### src/sv/mcgs_pkg.sv
// shared types and constants of the max cqi grant scheduler
`default_nettype none

package mcgs_pkg;

	localparam int ID_W    = 16;
	localparam int QUAL_W  = 4;
	localparam int BUF_W   = 24;
	localparam int SIZE_W  = 17;
	localparam int MODE_W  = 2;
	localparam int SLOT_W  = 4;
	localparam int GRANT_W = 5;

	localparam logic [MODE_W-1:0] MODE_USER  = 2'd0;
	localparam logic [MODE_W-1:0] MODE_TABLE = 2'd1;
	localparam logic [MODE_W-1:0] MODE_RUN   = 2'd2;

	localparam logic [GRANT_W-1:0] MAX_GRANTS_RST = 5'd4;

	typedef struct packed {
		logic [ID_W-1:0]   id;
		logic [QUAL_W-1:0] quality;
		logic [BUF_W-1:0]  buffer;
	} user_entry_t;

	// controller to datapath
	typedef struct packed {
		logic tti_start;
		logic wr_user;
		logic wr_table;
		logic ptr_clr;
		logic ptr_inc;
		logic scan_clr;
		logic scan_rd;
		logic out_rd;
		logic grant;
		logic out_load;
	} cmd_t;

	// datapath to controller
	typedef struct packed {
		logic ptr_last;
		logic best_found;
		logic grants_done;
		logic out_fire;
	} sts_t;

endpackage

`default_nettype wire

### src/sv/mcgs_ctrl.sv
// controller state machine of the max cqi grant scheduler
`default_nettype none

module mcgs_ctrl (
	input  wire logic                         clk,
	input  wire logic                         arst_n,
	input  wire logic                         in_valid,
	output logic                              in_ready,
	input  wire logic [mcgs_pkg::MODE_W-1:0]  mode,
	input  wire mcgs_pkg::sts_t               sts,
	output mcgs_pkg::cmd_t                    cmd
);
	import mcgs_pkg::*;

	typedef enum logic [7:0] {
		ST_IDLE     = 8'b0000_0001,
		ST_CHECK    = 8'b0000_0010,
		ST_SCAN     = 8'b0000_0100,
		ST_SCAN_END = 8'b0000_1000,
		ST_DECIDE   = 8'b0001_0000,
		ST_OUT_RD   = 8'b0010_0000,
		ST_OUT_LD   = 8'b0100_0000,
		ST_OUT_WAIT = 8'b1000_0000
	} state_t;

	state_t state_q, state_d;

	assign in_ready = (state_q == ST_IDLE);

	always_comb begin
		cmd     = '0;
		state_d = state_q;
		unique case (state_q)
			ST_IDLE: begin
				if (in_valid) begin
					unique case (mode)
						MODE_USER: cmd.wr_user = 1'b1;
						MODE_TABLE: cmd.wr_table = 1'b1;
						MODE_RUN: begin
							cmd.tti_start = 1'b1;
							state_d       = ST_CHECK;
						end
						default: ;
					endcase
				end
			end
			ST_CHECK: begin
				cmd.ptr_clr = 1'b1;
				if (sts.grants_done) begin
					state_d = ST_OUT_RD;
				end else begin
					cmd.scan_clr = 1'b1;
					state_d      = ST_SCAN;
				end
			end
			ST_SCAN: begin
				cmd.scan_rd = 1'b1;
				cmd.ptr_inc = 1'b1;
				if (sts.ptr_last) begin
					state_d = ST_SCAN_END;
				end
			end
			// last read of the scan is compared here
			ST_SCAN_END: state_d = ST_DECIDE;
			ST_DECIDE: begin
				if (sts.best_found) begin
					cmd.grant = 1'b1;
					state_d   = ST_CHECK;
				end else begin
					cmd.ptr_clr = 1'b1;
					state_d     = ST_OUT_RD;
				end
			end
			ST_OUT_RD: begin
				cmd.out_rd = 1'b1;
				state_d    = ST_OUT_LD;
			end
			ST_OUT_LD: begin
				cmd.out_load = 1'b1;
				state_d      = ST_OUT_WAIT;
			end
			ST_OUT_WAIT: begin
				if (sts.out_fire) begin
					if (sts.ptr_last) begin
						state_d = ST_IDLE;
					end else begin
						cmd.ptr_inc = 1'b1;
						state_d     = ST_OUT_RD;
					end
				end
			end
			default: state_d = ST_IDLE;
		endcase
	end

	always_ff @(posedge clk or negedge arst_n) begin
		if (!arst_n) begin
			state_q <= ST_IDLE;
		end else begin
			state_q <= state_d;
		end
	end

endmodule

`default_nettype wire

### src/sv/mcgs_dp.sv
// datapath of the max cqi grant scheduler: user memory, size table, scan and result register
`default_nettype none

module mcgs_dp #(
	parameter int NUM_USERS      = 16,
	parameter int QUALITY_LEVELS = 16
) (
	input  wire logic                          clk,
	input  wire logic                          arst_n,
	input  wire mcgs_pkg::cmd_t                cmd,
	output mcgs_pkg::sts_t                     sts,
	input  wire logic                          cfg_valid,
	input  wire logic [mcgs_pkg::GRANT_W-1:0]  cfg_data,
	input  wire logic [mcgs_pkg::SLOT_W-1:0]   user_index,
	input  wire logic [mcgs_pkg::ID_W-1:0]     user_id,
	input  wire logic [mcgs_pkg::QUAL_W-1:0]   quality,
	input  wire logic [mcgs_pkg::BUF_W-1:0]    buffer_amount,
	input  wire logic [mcgs_pkg::SIZE_W-1:0]   entry_size,
	input  wire logic                          out_ready,
	output logic                               out_valid,
	output logic [mcgs_pkg::SLOT_W-1:0]        out_index,
	output logic [mcgs_pkg::ID_W-1:0]          out_id,
	output logic [mcgs_pkg::SIZE_W-1:0]        grant_size,
	output logic                               last
);
	import mcgs_pkg::*;

	localparam int IDX_W = $clog2(NUM_USERS);
	localparam int QW    = $clog2(QUALITY_LEVELS);
	localparam logic [IDX_W-1:0] LAST_IDX = IDX_W'(NUM_USERS - 1);

	user_entry_t          user_mem [NUM_USERS];
	logic [NUM_USERS-1:0] user_vld_q;
	logic [NUM_USERS-1:0] mark_q;
	logic [NUM_USERS-1:0] granted_q;
	logic [SIZE_W-1:0]    size_tab_q [QUALITY_LEVELS];
	logic [GRANT_W-1:0]   max_grants_q;
	logic [GRANT_W-1:0]   count_q;
	logic [IDX_W-1:0]     ptr_q;

	user_entry_t          rd_data_s1;
	logic                 rd_vld_s1;
	logic [IDX_W-1:0]     rd_idx_s1;
	logic                 scan_v_s1;

	logic                 best_found_q;
	logic [IDX_W-1:0]     best_idx_q;
	user_entry_t          best_entry_q;

	logic                 out_valid_q;
	logic [SLOT_W-1:0]    out_idx_q;
	logic [ID_W-1:0]      out_id_q;
	logic [SIZE_W-1:0]    out_size_q;
	logic                 out_last_q;

	user_entry_t          rd_entry;
	user_entry_t          wr_data;
	logic [IDX_W-1:0]     wr_addr;
	logic                 mem_we;
	logic                 usr_we;
	logic                 tab_we;
	logic                 rd_en;
	logic                 cand;
	logic [QUAL_W-1:0]    lk_q;
	logic [SIZE_W-1:0]    lk_size;
	logic [BUF_W-1:0]     new_buf;
	logic                 out_fire;

	assign usr_we   = cmd.wr_user && (int'(user_index) < NUM_USERS);
	assign tab_we   = cmd.wr_table && (int'(quality) < QUALITY_LEVELS);
	assign rd_en    = cmd.scan_rd || cmd.out_rd;
	assign out_fire = out_valid_q && out_ready;

	// slots never written read as zero
	assign rd_entry = rd_vld_s1 ? rd_data_s1 : '0;

	assign cand = scan_v_s1 && !mark_q[rd_idx_s1] && (rd_entry.buffer != '0) &&
		(!best_found_q || (rd_entry.quality > best_entry_q.quality));

	// one table port, shared by the grant step and the result load
	assign lk_q    = cmd.out_load ? rd_entry.quality : best_entry_q.quality;
	assign lk_size = (int'(lk_q) < QUALITY_LEVELS) ? size_tab_q[QW'(lk_q)] : '0;
	assign new_buf = (BUF_W'(lk_size) >= best_entry_q.buffer) ? '0
		: best_entry_q.buffer - BUF_W'(lk_size);

	always_comb begin
		if (cmd.grant) begin
			wr_addr        = best_idx_q;
			wr_data        = best_entry_q;
			wr_data.buffer = new_buf;
			mem_we         = (lk_size != '0);
		end else begin
			wr_addr = IDX_W'(user_index);
			wr_data = '{id: user_id, quality: quality, buffer: buffer_amount};
			mem_we  = usr_we;
		end
	end

	always_ff @(posedge clk) begin
		if (mem_we) begin
			user_mem[wr_addr] <= wr_data;
		end
		if (rd_en) begin
			rd_data_s1 <= user_mem[ptr_q];
			rd_idx_s1  <= ptr_q;
		end
		if (cand) begin
			best_idx_q   <= rd_idx_s1;
			best_entry_q <= rd_entry;
		end
		if (cmd.out_load) begin
			out_idx_q  <= SLOT_W'(rd_idx_s1);
			out_id_q   <= rd_entry.id;
			out_size_q <= granted_q[rd_idx_s1] ? lk_size : '0;
			out_last_q <= (rd_idx_s1 == LAST_IDX);
		end
	end

	always_ff @(posedge clk or negedge arst_n) begin
		if (!arst_n) begin
			user_vld_q   <= '0;
			mark_q       <= '0;
			granted_q    <= '0;
			max_grants_q <= MAX_GRANTS_RST;
			count_q      <= '0;
			ptr_q        <= '0;
			rd_vld_s1    <= 1'b0;
			scan_v_s1    <= 1'b0;
			best_found_q <= 1'b0;
			out_valid_q  <= 1'b0;
			for (int k = 0; k < QUALITY_LEVELS; k++) begin
				size_tab_q[k] <= '0;
			end
		end else begin
			if (cfg_valid) begin
				max_grants_q <= cfg_data;
			end
			if (usr_we) begin
				user_vld_q[IDX_W'(user_index)] <= 1'b1;
			end
			if (tab_we) begin
				size_tab_q[QW'(quality)] <= entry_size;
			end
			if (rd_en) begin
				rd_vld_s1 <= user_vld_q[ptr_q];
			end
			scan_v_s1 <= cmd.scan_rd;

			if (cmd.ptr_clr) begin
				ptr_q <= '0;
			end else if (cmd.ptr_inc) begin
				ptr_q <= ptr_q + 1'b1;
			end

			if (cmd.scan_clr) begin
				best_found_q <= 1'b0;
			end else if (cand) begin
				best_found_q <= 1'b1;
			end

			if (cmd.tti_start) begin
				mark_q    <= '0;
				granted_q <= '0;
				count_q   <= '0;
			end else if (cmd.grant) begin
				// zero size marks the user but counts no grant
				mark_q[best_idx_q] <= 1'b1;
				if (lk_size != '0) begin
					granted_q[best_idx_q] <= 1'b1;
					count_q               <= count_q + 1'b1;
				end
			end

			if (cmd.out_load) begin
				out_valid_q <= 1'b1;
			end else if (out_fire) begin
				out_valid_q <= 1'b0;
			end
		end
	end

	assign sts.ptr_last    = (ptr_q == LAST_IDX);
	assign sts.best_found  = best_found_q;
	assign sts.grants_done = (count_q >= max_grants_q);
	assign sts.out_fire    = out_fire;

	assign out_valid  = out_valid_q;
	assign out_index  = out_idx_q;
	assign out_id     = out_id_q;
	assign grant_size = out_size_q;
	assign last       = out_last_q;

endmodule

`default_nettype wire

### src/sv/max_cqi_grant_scheduler.sv
// a tti scans all users once per pick and stops when the grant limit is met or no user is left;
// it then returns one result per user slot, in slot order
// results leave one at a time, each slot read only after the last result is taken; one transaction at a time
// reset: max_grants returns to 4, all user reports and table sizes read as zero,
// the controller goes idle and no result is pending
// top level of the max cqi grant scheduler
`default_nettype none

module max_cqi_grant_scheduler #(
	parameter int NUM_USERS      = 16,
	parameter int QUALITY_LEVELS = 16
) (
	input  wire logic                          clk,
	input  wire logic                          arst_n,
	input  wire logic                          in_valid,
	output logic                               in_ready,
	input  wire logic [mcgs_pkg::MODE_W-1:0]   mode,
	input  wire logic [mcgs_pkg::SLOT_W-1:0]   user_index,
	input  wire logic [mcgs_pkg::ID_W-1:0]     user_id,
	input  wire logic [mcgs_pkg::QUAL_W-1:0]   quality,
	input  wire logic [mcgs_pkg::BUF_W-1:0]    buffer_amount,
	input  wire logic [mcgs_pkg::SIZE_W-1:0]   entry_size,
	output logic                               out_valid,
	input  wire logic                          out_ready,
	output logic [mcgs_pkg::SLOT_W-1:0]        out_index,
	output logic [mcgs_pkg::ID_W-1:0]          out_id,
	output logic [mcgs_pkg::SIZE_W-1:0]        grant_size,
	output logic                               last,
	input  wire logic                          cfg_valid,
	output logic                               cfg_ready,
	input  wire logic [mcgs_pkg::GRANT_W-1:0]  cfg_data
);
	import mcgs_pkg::*;

	cmd_t cmd;
	sts_t sts;

	// register writes are always accepted
	assign cfg_ready = 1'b1;

	mcgs_ctrl u_ctrl (
		.clk      (clk),
		.arst_n   (arst_n),
		.in_valid (in_valid),
		.in_ready (in_ready),
		.mode     (mode),
		.sts      (sts),
		.cmd      (cmd)
	);

	mcgs_dp #(
		.NUM_USERS      (NUM_USERS),
		.QUALITY_LEVELS (QUALITY_LEVELS)
	) u_dp (
		.clk           (clk),
		.arst_n        (arst_n),
		.cmd           (cmd),
		.sts           (sts),
		.cfg_valid     (cfg_valid),
		.cfg_data      (cfg_data),
		.user_index    (user_index),
		.user_id       (user_id),
		.quality       (quality),
		.buffer_amount (buffer_amount),
		.entry_size    (entry_size),
		.out_ready     (out_ready),
		.out_valid     (out_valid),
		.out_index     (out_index),
		.out_id        (out_id),
		.grant_size    (grant_size),
		.last          (last)
	);

endmodule

`default_nettype wire

### config.mk
export PLATFORM = sky130hd
export DESIGN_NAME = max_cqi_grant_scheduler
export DESIGN_NICKNAME = d
export VERILOG_FILES = /design/src/sv/mcgs_pkg.sv /design/src/sv/mcgs_ctrl.sv /design/src/sv/mcgs_dp.sv /design/src/sv/max_cqi_grant_scheduler.sv
export SDC_FILE = /design/constraint.sdc
export NUM_CORES = 1
export LEC_CHECK = 0
export ABC_AREA = 1
export BUFFER_PORTS_ARGS = -buffer_cell sky130_fd_sc_hd__buf_4
export CAP_MARGIN = 0
export CELL_PAD_IN_SITES_DETAIL_PLACEMENT = 1
export CELL_PAD_IN_SITES_GLOBAL_PLACEMENT = 2
export CORE_MARGIN = 10
export CORE_UTILIZATION = 25
export DETAILED_ROUTE_END_ITERATION = 10
export PLACE_DENSITY_LB_ADDON = 0.1
export SLEW_MARGIN = 25
export SYNTH_ARGS = -nofsm -noshare
export SYNTH_HDL_FRONTEND = slang
export SYNTH_SLANG_ARGS = --single-unit
### constraint.sdc
create_clock -name clk -period 7.3 [get_ports clk]
set_input_delay 1.46 -clock clk [delete_from_list [all_inputs] [get_ports clk]]
set_output_delay 1.46 -clock clk [all_outputs]
set_load 0.02 [all_outputs]
==> results of run 1 <==
## metal layers
metal | GRT usage [%] | up-vias
met5 | 0 | -
met2 | 27.4 | 434
met1 | 23.2 | 18367
met4 | 3.69 | 0
li1 | - | 16650
met3 | 2.28 | 188
## worst max-delay path by stage
stage | end | slack, ns | depth (start not counted)
after floorplan | u_dp.user_mem[0][0] | 1.15 | 20
after global placement | u_dp.user_mem[12][11] | 1.53 | 23
after detailed placement | u_dp.user_mem[7][16] | 1.47 | 23
after CTS | u_dp.user_mem[7][10] | 1.48 | 23
after global routing | u_dp.user_mem[7][10] | 1.18 | 23
final | u_dp.user_mem[14][17] | 1.67 | 23
## registers in the layout (all words and copies together) (netlist names), 5 cells and up
register / flops
u_dp.count_q: 5
u_dp.best_entry_q: 44
u_dp.grant_size: 17
u_dp.granted_q: 16
u_dp.mark_q: 16
u_dp.user_vld_q: 16
u_dp.size_tab_q: 272
u_dp.rd_data_s1: 44
u_dp.user_mem: 704
u_dp.max_grants_q: 5
u_dp.out_id: 16
u_ctrl.state_q: 8
## worst max-delay path, delay by kind of cell, from the launching register on
family | cells | cell delay [ns]
simple gates | 18 | 3.68
buf+inv | 5 | 1.02
flops | 1 | 0.53
## cell type report
| cell class | count | area, µm² | share of cell area (%) |
|---|---|---|---|
| Antenna cell | 2 | 5.00 | 0.00848 |
| Inverter | 271 | 1030 | 1.75 |
| Sequential cell | 1184 | 33800 | 57.3 |
| Timing Repair Buffer | 222 | 1870 | 3.16 |
| Clock inverter | 66 | 716 | 1.21 |
| Clock buffer | 196 | 3930 | 6.66 |
| Tap cell | 2656 | 3320 | 5.63 |
| Multi-Input combinational cell | 2972 | 14300 | 24.3 |
## power groups by stage
stage                     combinational (µW)  sequential, µW  clock [µW]
final                                   3130            8000        7110
after global routing                    3570            8060        7620
after CTS                               3230            8000        7370
after detailed placement                3220            8130           0
after global placement                  3210            8140           0
after floorplan                         2060            7970           0
## stage by stage
stage	total power, µW	cell area [µm²]
2_1_floorplan	10000	50200
3_5_place_dp	11400	54400
5_1_grt	19200	59000
4_1_cts	18600	59000
6_report	18200	59000
3_3_place_gp	11400	54400
## logic make-up after synthesis
kind of cell,Yosys count,share of synthesized area (%)
and+or+nand+nor,1838,15.0
buffers and inverters,561,4.48
other,1,0.00747
xor gates and xnor gates,17,0.297
AOI/OAI and AO/OA,1093,12.2
muxes,1,0.0224
DFF,1184,67.4
adders and majority gates,22,0.563
## cells in the final DEF (no fill, tap or decap), types with 20 or more instances in the layout
master | netlist | final
sky130_fd_sc_hd__nand2_1 | 914 | 913
sky130_fd_sc_hd__buf_4 | 14 | 205
sky130_fd_sc_hd__nand3_1 | 291 | 291
sky130_fd_sc_hd__o211ai_1 | 26 | 26
sky130_fd_sc_hd__dfrtp_1 | 344 | 340
sky130_fd_sc_hd__a21oi_1 | 73 | 73
sky130_fd_sc_hd__clkbuf_16 | 0 | 147
sky130_fd_sc_hd__clkinv_1 | 2 | 22
sky130_fd_sc_hd__inv_1 | 261 | 256
sky130_fd_sc_hd__clkbuf_1 | 227 | 42
sky130_fd_sc_hd__o22ai_1 | 111 | 111
sky130_fd_sc_hd__clkinv_2 | 0 | 20
sky130_fd_sc_hd__o21ai_0 | 737 | 733
sky130_fd_sc_hd__ha_1 | 21 | 21
sky130_fd_sc_hd__edfxtp_1 | 838 | 838
sky130_fd_sc_hd__nor2_1 | 545 | 530
sky130_fd_sc_hd__o221ai_1 | 96 | 96
==> report_table.html, run 1 <==
<table>
<tr><th>Metric</th><th>Value</th></tr>
<tr><th colspan="2">Worst setup path</th></tr>
<tr><td>RR Endpoint</td><td>u_dp.user_mem[14][17]</td></tr>
<tr><td>Number of cell instances on the worst register-to-register path</td><td>23</td></tr>
<tr><td>Launching point of the worst reg2reg path</td><td>u_ctrl.state_q[0]</td></tr>
<tr><td>Data required, critical path</td><td>7.77 ns</td></tr>
<tr><td>R2R setup slack</td><td>1.67 ns</td></tr>
<tr><td>Critical path, cell by cell</td><td>inv_1 -&gt; nand2_2 -&gt; nor2_4 -&gt; nand2_2 -&gt; nand2_2 -&gt; nand2_4 -&gt; buf_12 -&gt; buf_4 -&gt; nand2_1 -&gt; nand3_1 -&gt; nand2_1 -&gt; nand2_1 -&gt; nand3_2 -&gt; nand2_2 -&gt; inv_1 -&gt; nand4_1 -&gt; nor3_1 -&gt; nand3_1 -&gt; nand2_1 -&gt; nand2_1 -&gt; nand3_1 -&gt; nor2_4 -&gt; buf_12</td></tr>
<tr><td>Cell type with the highest occurrence count on the critical path</td><td>sky130_fd_sc_hd__nand2_1</td></tr>
<tr><td>CP Launch Point</td><td>u_ctrl.state_q[0]</td></tr>
<tr><td>Delay of the slowest cell on the worst path</td><td>0.85 ns</td></tr>
<tr><td>Startpoint type of the worst setup path</td><td>register</td></tr>
<tr><td>WS Path Type</td><td>reg2reg</td></tr>
<tr><td>Crit-path max FO</td><td>58</td></tr>
<tr><td>Nature of the critical path endpoint</td><td>register</td></tr>
<tr><td>Slowest-stage cell, CP</td><td>sky130_fd_sc_hd__nor2_4</td></tr>
<tr><td>Arrival time reported for the critical path endpoint</td><td>6.11 ns</td></tr>
<tr><th colspan="2">Layout</th></tr>
<tr><td>Non-filler instance count after layout</td><td>7569</td></tr>
<tr><td>Fraction of final layout cells with drive strength greater than 1</td><td>10.4%</td></tr>
<tr><td>Growth of design area from synthesis to finish</td><td>17.6%</td></tr>
<tr><td>Post-route core utilization</td><td>29.6%</td></tr>
<tr><td>Final net count</td><td>~5000</td></tr>
<tr><td>Fill cells</td><td>22077</td></tr>
<tr><th colspan="2">Clock tree</th></tr>
<tr><td>Clk pin slew, worst setup/hold paths</td><td>0.06 ns</td></tr>
<tr><td>Hold_buf cts</td><td>0</td></tr>
<tr><td># clock sinks</td><td>1184</td></tr>
<tr><td>CTS tree</td><td>done</td></tr>
<tr><td>H-tree depth</td><td>4</td></tr>
<tr><td>Setup fix buffers added after clock tree synthesis</td><td>0</td></tr>
<tr><td>Clock tree root buffer cell</td><td>sky130_fd_sc_hd__clkbuf_16</td></tr>
<tr><td>Number of buffers added by the clock tree synthesis step</td><td>~150</td></tr>
<tr><td>Count of instances resized after the clock tree is built</td><td>0</td></tr>
<tr><td>Maximum clock insertion buffer count</td><td>3</td></tr>
<tr><td>Clock latency of the later-clocked register in the worst-skew pair</td><td>~0.81 ns</td></tr>
<tr><th colspan="2">Synthesis</th></tr>
<tr><td>Distinct cell type count of the synthesized netlist</td><td>46</td></tr>
<tr><td>Top cells by count, synth</td><td>914 x sky130_fd_sc_hd__nand2_1, 838 x sky130_fd_sc_hd__edfxtp_1, 737 x sky130_fd_sc_hd__o21ai_0, 545 x sky130_fd_sc_hd__nor2_1, 344 x sky130_fd_sc_hd__dfrtp_1</td></tr>
<tr><td>Syn Std Cell Area</td><td>approximately 50000 µm²</td></tr>
<tr><td>Sequential cell area fraction in the yosys report</td><td>about two thirds</td></tr>
<tr><td>Main synth FF type</td><td>sky130_fd_sc_hd__edfxtp_1</td></tr>
<tr><td>Synthesized instance count</td><td>4717</td></tr>
<tr><td>Number of enable-type register cells in the synthesized netlist</td><td>838</td></tr>
<tr><td>Synth area leaders</td><td>sky130_fd_sc_hd__edfxtp_1 50%, sky130_fd_sc_hd__dfrtp_1 17%, sky130_fd_sc_hd__o21ai_0 7.3%</td></tr>
<tr><td>Net count of the mapped netlist</td><td>4816</td></tr>
<tr><td>Average footprint of a synthesized cell</td><td>10.6 µm²</td></tr>
<tr><td>Area share of the largest cell type after synthesis</td><td>50.1%</td></tr>
<tr><td>Library cell with the largest summed area after synthesis</td><td>sky130_fd_sc_hd__edfxtp_1</td></tr>
<tr><td>Number of warnings issued by yosys</td><td>0</td></tr>
<tr><td>Dominant cell by count in the synthesized netlist</td><td>sky130_fd_sc_hd__nand2_1</td></tr>
<tr><td>Async set-reset flop share out of synthesis</td><td>between 20% and 30%</td></tr>
<tr><td>Number of storage elements in the synthesis netlist</td><td>1184</td></tr>
<tr><th colspan="2">Timing</th></tr>
<tr><td>Normalized max-slew margin</td><td>33.3%</td></tr>
<tr><td>Setup WS post-layout</td><td>roughly 1.7 ns</td></tr>
<tr><td>Maximum clock skew at final layout</td><td>0.0671 ns</td></tr>
<tr><td>Worst-case hold slack</td><td>0.457 ns</td></tr>
<tr><td>Number of failing hold endpoints at the final stage</td><td>0</td></tr>
<tr><td>Actual slew at the worst max-slew pin</td><td>roughly 1.0 ns</td></tr>
<tr><td>Setup repair after global routing missed its margin</td><td>false</td></tr>
<tr><td>Post-route clock period utilization</td><td>77.2%</td></tr>
<tr><td>Min Clock Period, post-route</td><td>5.63 ns</td></tr>
<tr><td>Max Clock Freq</td><td>178 MHz</td></tr>
<tr><td>Sum of negative setup slack</td><td>0 ns</td></tr>
<tr><td>Max Slew Vio Count</td><td>0</td></tr>
<tr><td>Number of setup violations in the final report</td><td>0</td></tr>
<tr><th colspan="2">Detailed routing</th></tr>
<tr><td>Final routed wire length divided by cell count</td><td>24.5 µm</td></tr>
<tr><td>Total routed wire length on the met1 layer</td><td>90300 µm</td></tr>
<tr><td>Vias after detailed routing</td><td>35639</td></tr>
<tr><td>Highest metal layer with signal wires</td><td>met4</td></tr>
<tr><td>Routed via count divided by cell count</td><td>4.71</td></tr>
<tr><td>Total routed wirelength</td><td>186000 µm</td></tr>
<tr><td>Final routed DRC violation total</td><td>0</td></tr>
<tr><td>Detailed-routed wire length on met2</td><td>87000 µm</td></tr>
<tr><td>Remaining number of nets flagged by the antenna check after routing</td><td>0</td></tr>
<tr><td>First DRT Iteration DRCs</td><td>2381</td></tr>
<tr><td>Routed wl met3</td><td>around 4900 µm</td></tr>
<tr><td>Drt first pass iters</td><td>5</td></tr>
<tr><th colspan="2">Hold path</th></tr>
<tr><td>Endpoint, Worst Hold</td><td>u_dp.user_vld_q[9]</td></tr>
<tr><td>Hold wc startpoint</td><td>u_dp.user_vld_q[9]</td></tr>
<tr><td>Cell depth of the worst min-delay path</td><td>2</td></tr>
<tr><td>Worst min-delay path category</td><td>reg2reg</td></tr>
<tr><th colspan="2">Power and ir drop</th></tr>
<tr><td>Switching power share of the total</td><td>30.6%</td></tr>
<tr><td>IR drop worst, VDD</td><td>0.248 mV</td></tr>
<tr><td>Share of power burned in combinational logic</td><td>17.2%</td></tr>
<tr><td>Cell-internal power</td><td>12700 µW</td></tr>
<tr><td>Sequential fraction of design power</td><td>43.8%</td></tr>
<tr><td>Pleak</td><td>roughly 0.022 µW</td></tr>
<tr><td>Power Dens Cells</td><td>309 nW/µm²</td></tr>
<tr><td>Clock network fraction of total power</td><td>39.0%</td></tr>
<tr><td>Net switching power</td><td>5580 µW</td></tr>
<tr><th colspan="2">Floorplan</th></tr>
<tr><td>Standard cell core area</td><td>about 200000 µm²</td></tr>
<tr><td>Chip Height</td><td>468 µm</td></tr>
<tr><td>Area enclosed by the die boundary</td><td>219000 µm²</td></tr>
<tr><td>Total I/O pin count</td><td>118</td></tr>
<tr><td>Total number of placement rows</td><td>164</td></tr>
<tr><td>Initial Utilization</td><td>25.1%</td></tr>
<tr><td>Chip Width</td><td>468 µm</td></tr>
<tr><th colspan="2">Run status</th></tr>
<tr><td>Result of the run</td><td>complete, no violations</td></tr>
<tr><th colspan="2">Global route</th></tr>
<tr><td>Maximum number of pins on one net before global-route repair</td><td>139</td></tr>
<tr><td>Wire length of the first global-routing pass</td><td>271000 µm</td></tr>
<tr><td>Total grt overflow</td><td>0</td></tr>
<tr><td>Initial antenna violation count</td><td>7</td></tr>
<tr><td>Total routing usage reported by global routing</td><td>16.6%</td></tr>
<tr><td>Via count of the first global-routing pass</td><td>37572</td></tr>
<tr><th colspan="2">Placed design</th></tr>
<tr><td>Final RePlAce weighted congestion</td><td>0.775</td></tr>
<tr><td>Post-DP HPWL</td><td>110000 µm</td></tr>
<tr><td>Setup Slack @ Placement</td><td>1.47 ns</td></tr>
<tr><td>Count of buffers inserted at the top-level ports</td><td>116</td></tr>
<tr><td>Dpl cells</td><td>7305</td></tr>
<tr><th colspan="2">Job</th></tr>
<tr><td>Max-cap check violation count</td><td>0</td></tr>
</table>
(Power assumes the default switching activity.)
==> inputs of run 2 (changes only) <==
- clock period: 7.3 -> 5.8 ns (I/O delays scaled with it)
==> run 2 against run 1 <==
Critical path depth is the same. Sequential share of layout area shrank 0.60 points. Combinational power grew 25%. Setup slack lost 1.1 ns. Critical path type unchanged. Clock power grew 32%. Sequential power grew 26%.
==> report_table.html, run 2 (synthesized netlist as in run 1, its figures left out) <==
<table>
<tr><th>Metric</th><th>Value</th></tr>
<tr><th colspan="2">Run status</th></tr>
<tr><td>Result of the run</td><td>complete, no violations</td></tr>
<tr><th colspan="2">Timing</th></tr>
<tr><td>Number of setup violations in the final report</td><td>0</td></tr>
<tr><td>Min Clock Period, post-route</td><td>5.25 ns</td></tr>
<tr><td>Number of failing hold endpoints at the final stage</td><td>0</td></tr>
<tr><td>Post-route clock period utilization</td><td>approximately 91%</td></tr>
<tr><td>Normalized max-slew margin</td><td>30.4%</td></tr>
<tr><td>Max Clock Freq</td><td>190 MHz</td></tr>
<tr><td>Sum of negative setup slack</td><td>0 ns</td></tr>
<tr><td>Maximum clock skew at final layout</td><td>0.0470 ns</td></tr>
<tr><td>Actual slew at the worst max-slew pin</td><td>between 1 and 1.5 ns</td></tr>
<tr><td>Max Slew Vio Count</td><td>0</td></tr>
<tr><td>Setup repair after global routing missed its margin</td><td>false</td></tr>
<tr><th colspan="2">Clock tree</th></tr>
<tr><td>CTS tree</td><td>done</td></tr>
<tr><td>Clk pin slew, worst setup/hold paths</td><td>0.06 ns</td></tr>
<tr><td>Clock latency of the later-clocked register in the worst-skew pair</td><td>around 0.81 ns</td></tr>
<tr><td>Number of buffers added by the clock tree synthesis step</td><td>150</td></tr>
<tr><td>H-tree depth</td><td>4</td></tr>
<tr><td>Maximum clock insertion buffer count</td><td>3</td></tr>
<tr><td># clock sinks</td><td>1184</td></tr>
<tr><td>Clock tree root buffer cell</td><td>sky130_fd_sc_hd__clkbuf_16</td></tr>
<tr><th colspan="2">Floorplan</th></tr>
<tr><td>Standard cell core area</td><td>200000 µm²</td></tr>
<tr><td>Total number of placement rows</td><td>164</td></tr>
<tr><td>Chip Width</td><td>468 µm</td></tr>
<tr><td>Total I/O pin count</td><td>118</td></tr>
<tr><td>Area enclosed by the die boundary</td><td>219000 µm²</td></tr>
<tr><td>Initial Utilization</td><td>between 20% and 30%</td></tr>
<tr><td>Chip Height</td><td>468 µm</td></tr>
<tr><th colspan="2">Detailed routing</th></tr>
<tr><td>Total routed wirelength</td><td>189000 µm</td></tr>
<tr><td>Routed via count divided by cell count</td><td>4.70</td></tr>
<tr><td>Final routed wire length divided by cell count</td><td>roughly 25 µm</td></tr>
<tr><td>First DRT Iteration DRCs</td><td>2185</td></tr>
<tr><td>Final routed DRC violation total</td><td>0</td></tr>
<tr><td>Vias after detailed routing</td><td>about 36000</td></tr>
<tr><td>Remaining number of nets flagged by the antenna check after routing</td><td>0</td></tr>
<tr><td>Drt first pass iters</td><td>5</td></tr>
<tr><th colspan="2">Global route</th></tr>
<tr><td>Met1 track demand over resource</td><td>between 20% and 30%</td></tr>
<tr><td>Most congested layer reported by global routing</td><td>met2</td></tr>
<tr><td>Global routing met2 resource utilization</td><td>~28%</td></tr>
<tr><td>Wire length of the first global-routing pass</td><td>between 200000 and 300000 µm</td></tr>
<tr><td>Via count of the first global-routing pass</td><td>between 30000 and 40000</td></tr>
<tr><td>Total routing usage reported by global routing</td><td>between 10% and 20%</td></tr>
<tr><td>Total grt overflow</td><td>0</td></tr>
<tr><td>Maximum number of pins on one net before global-route repair</td><td>168</td></tr>
<tr><td>Initial antenna violation count</td><td>5</td></tr>
<tr><td>Met3 Usage GRT</td><td>about 2.5%</td></tr>
<tr><th colspan="2">Worst setup path</th></tr>
<tr><td>Arrival time reported for the critical path endpoint</td><td>5.77 ns</td></tr>
<tr><td>Slowest-stage cell, CP</td><td>sky130_fd_sc_hd__dfstp_2</td></tr>
<tr><td>WS Path Type</td><td>reg2reg</td></tr>
<tr><td>Cell type with the highest occurrence count on the critical path</td><td>sky130_fd_sc_hd__nand2_1</td></tr>
<tr><td>Nature of the critical path endpoint</td><td>register</td></tr>
<tr><td>Number of cell instances on the worst register-to-register path</td><td>23</td></tr>
<tr><td>Crit-path max FO</td><td>32</td></tr>
<tr><td>Critical path, cell by cell</td><td>inv_1 -&gt; nand2_2 -&gt; nor2_4 -&gt; nand2_2 -&gt; nand2_2 -&gt; nand2_8 -&gt; buf_12 -&gt; buf_4 -&gt; o21ai_0 -&gt; o221ai_1 -&gt; nand3_1 -&gt; nand2_1 -&gt; inv_1 -&gt; ha_1 -&gt; nand2_1 -&gt; nor2_1 -&gt; nand2_1 -&gt; inv_1 -&gt; a31oi_1 -&gt; nand2_4 -&gt; inv_2 -&gt; nand3_1 -&gt; nand2_1</td></tr>
<tr><td>Data required, critical path</td><td>between 6 and 7 ns</td></tr>
<tr><td>Delay of the slowest cell on the worst path</td><td>0.53 ns</td></tr>
<tr><td>Startpoint type of the worst setup path</td><td>register</td></tr>
<tr><th colspan="2">Layout</th></tr>
<tr><td>Final net count</td><td>4914</td></tr>
<tr><td>Largest register FFs</td><td>704</td></tr>
<tr><td>Growth of design area from synthesis to finish</td><td>18.8%</td></tr>
<tr><td>Non-filler instance count after layout</td><td>7590</td></tr>
<tr><td>Register ranked first by flip-flop count</td><td>u_dp.user_mem</td></tr>
<tr><td>Commonest non-fill, non-tap cell in the layout</td><td>sky130_fd_sc_hd__nand2_1</td></tr>
<tr><td>Largest registers ranked by flip-flop count</td><td>u_dp.user_mem x704, u_dp.size_tab_q x272</td></tr>
<tr><td>Post-route core utilization</td><td>29.9%</td></tr>
<tr><td>Most frequent cells in the layout</td><td>911 x sky130_fd_sc_hd__nand2_1, 838 x sky130_fd_sc_hd__edfxtp_1, 733 x sky130_fd_sc_hd__o21ai_0</td></tr>
<tr><td>Fraction of final layout cells with drive strength greater than 1</td><td>a little over a tenth</td></tr>
<tr><td>Post-route design area</td><td>59700 µm²</td></tr>
<tr><th colspan="2">Job</th></tr>
<tr><td>Max-cap check violation count</td><td>0</td></tr>
<tr><th colspan="2">Hold path</th></tr>
<tr><td>Worst min-delay path category</td><td>in2async</td></tr>
<tr><th colspan="2">Power and ir drop</th></tr>
<tr><td>Pleak</td><td>roughly 0.022 µW</td></tr>
<tr><td>Switching power share of the total</td><td>29.9%</td></tr>
<tr><td>Power Dens Cells</td><td>392 nW/µm²</td></tr>
<tr><td>Cell-internal power</td><td>16400 µW</td></tr>
<tr><td>Net switching power</td><td>about 7000 µW</td></tr>
<tr><td>IR drop worst, VDD</td><td>0.332 mV</td></tr>
<tr><td>Share of power burned in combinational logic</td><td>16.8%</td></tr>
<tr><td>Clock network fraction of total power</td><td>40.1%</td></tr>
<tr><td>Sequential fraction of design power</td><td>between 40% and 50%</td></tr>
<tr><th colspan="2">Placed design</th></tr>
<tr><td>Dpl cells</td><td>7319</td></tr>
<tr><td>Post-DP HPWL</td><td>roughly 110000 µm</td></tr>
<tr><td>Final RePlAce weighted congestion</td><td>0.798</td></tr>
<tr><td>Placement-stage cell area</td><td>54700 µm²</td></tr>
<tr><td>Count of buffers inserted at the top-level ports</td><td>116</td></tr>
</table>
-- run 2: timing repair --
action                                  in CTS  in global routing
resized for setup                            0                  4
hold buffers                                 0                  0
hold endpoints to repair                     0                  0
endpoints found under the setup margin       0                208
buffers inserted                             0                  0
-- run 2: per-stage QoR --
step	worst slack (ns)	hold WS [ns]	total power, µW
after floorplan	-0.348	0.428	12600
final	0.546	0.422	23400
after global placement	0.337	0.445	14300
after detailed placement	0.252	0.449	14300
after global routing	0.0715	0.461	24700
after CTS	0.238	0.412	23900
-- run 2: layout make-up --
class	instances	area (µm²)
Antenna cell	3	7.51
Sequential cell	1184	33800
Tap cell	2656	3320
Timing Repair Buffer	236	2220
Clock inverter	52	666
Clock buffer	216	4230
Inverter	271	1030
Fill cell	21934	140000
Multi-Input combinational cell	2972	14400
-- run 2: path summary, 6_finish.rpt --
kind	start	endpoint	slack [ns]
max in group asynchronous	arst_n	u_dp.size_tab_q[40]	4.10
min	arst_n	u_dp.size_tab_q[151]	0.42
min reg2reg	u_dp.user_vld_q[9]	u_dp.user_vld_q[9]	0.46
min in group clk	u_dp.user_vld_q[9]	u_dp.user_vld_q[9]	0.46
max	u_ctrl.state_q[0]	u_dp.user_mem[7][21]	0.55
max reg2reg	u_ctrl.state_q[0]	u_dp.user_mem[7][21]	0.55
-- run 2: routing by layer --
metal,part of all wire (%),vias to the layer above
li1,-,16703
met1,48,18340
met2,47,424
met3,2.8,201
met4,2.0,4
met5,0.013,-
-- run 2: worst max-delay path, delay by kind of cell (launching register included) --
kind,cells,cell delay [ns]
simple gates,13,2.48
buf+inv,6,0.95
compound gates,3,0.55
flops,1,0.53
fa+ha+maj,1,0.38
-- run 2: power by group through the flow --
stage          Clock (µW)  Sequential (µW)  Combinational (µW)
2_1_floorplan           0            10000                2590
3_3_place_gp            0            10300                4020
3_5_place_dp            0            10300                4040
4_1_cts              9710            10100                4040
5_1_grt             10000            10200                4500
6_report             9390            10100                3920
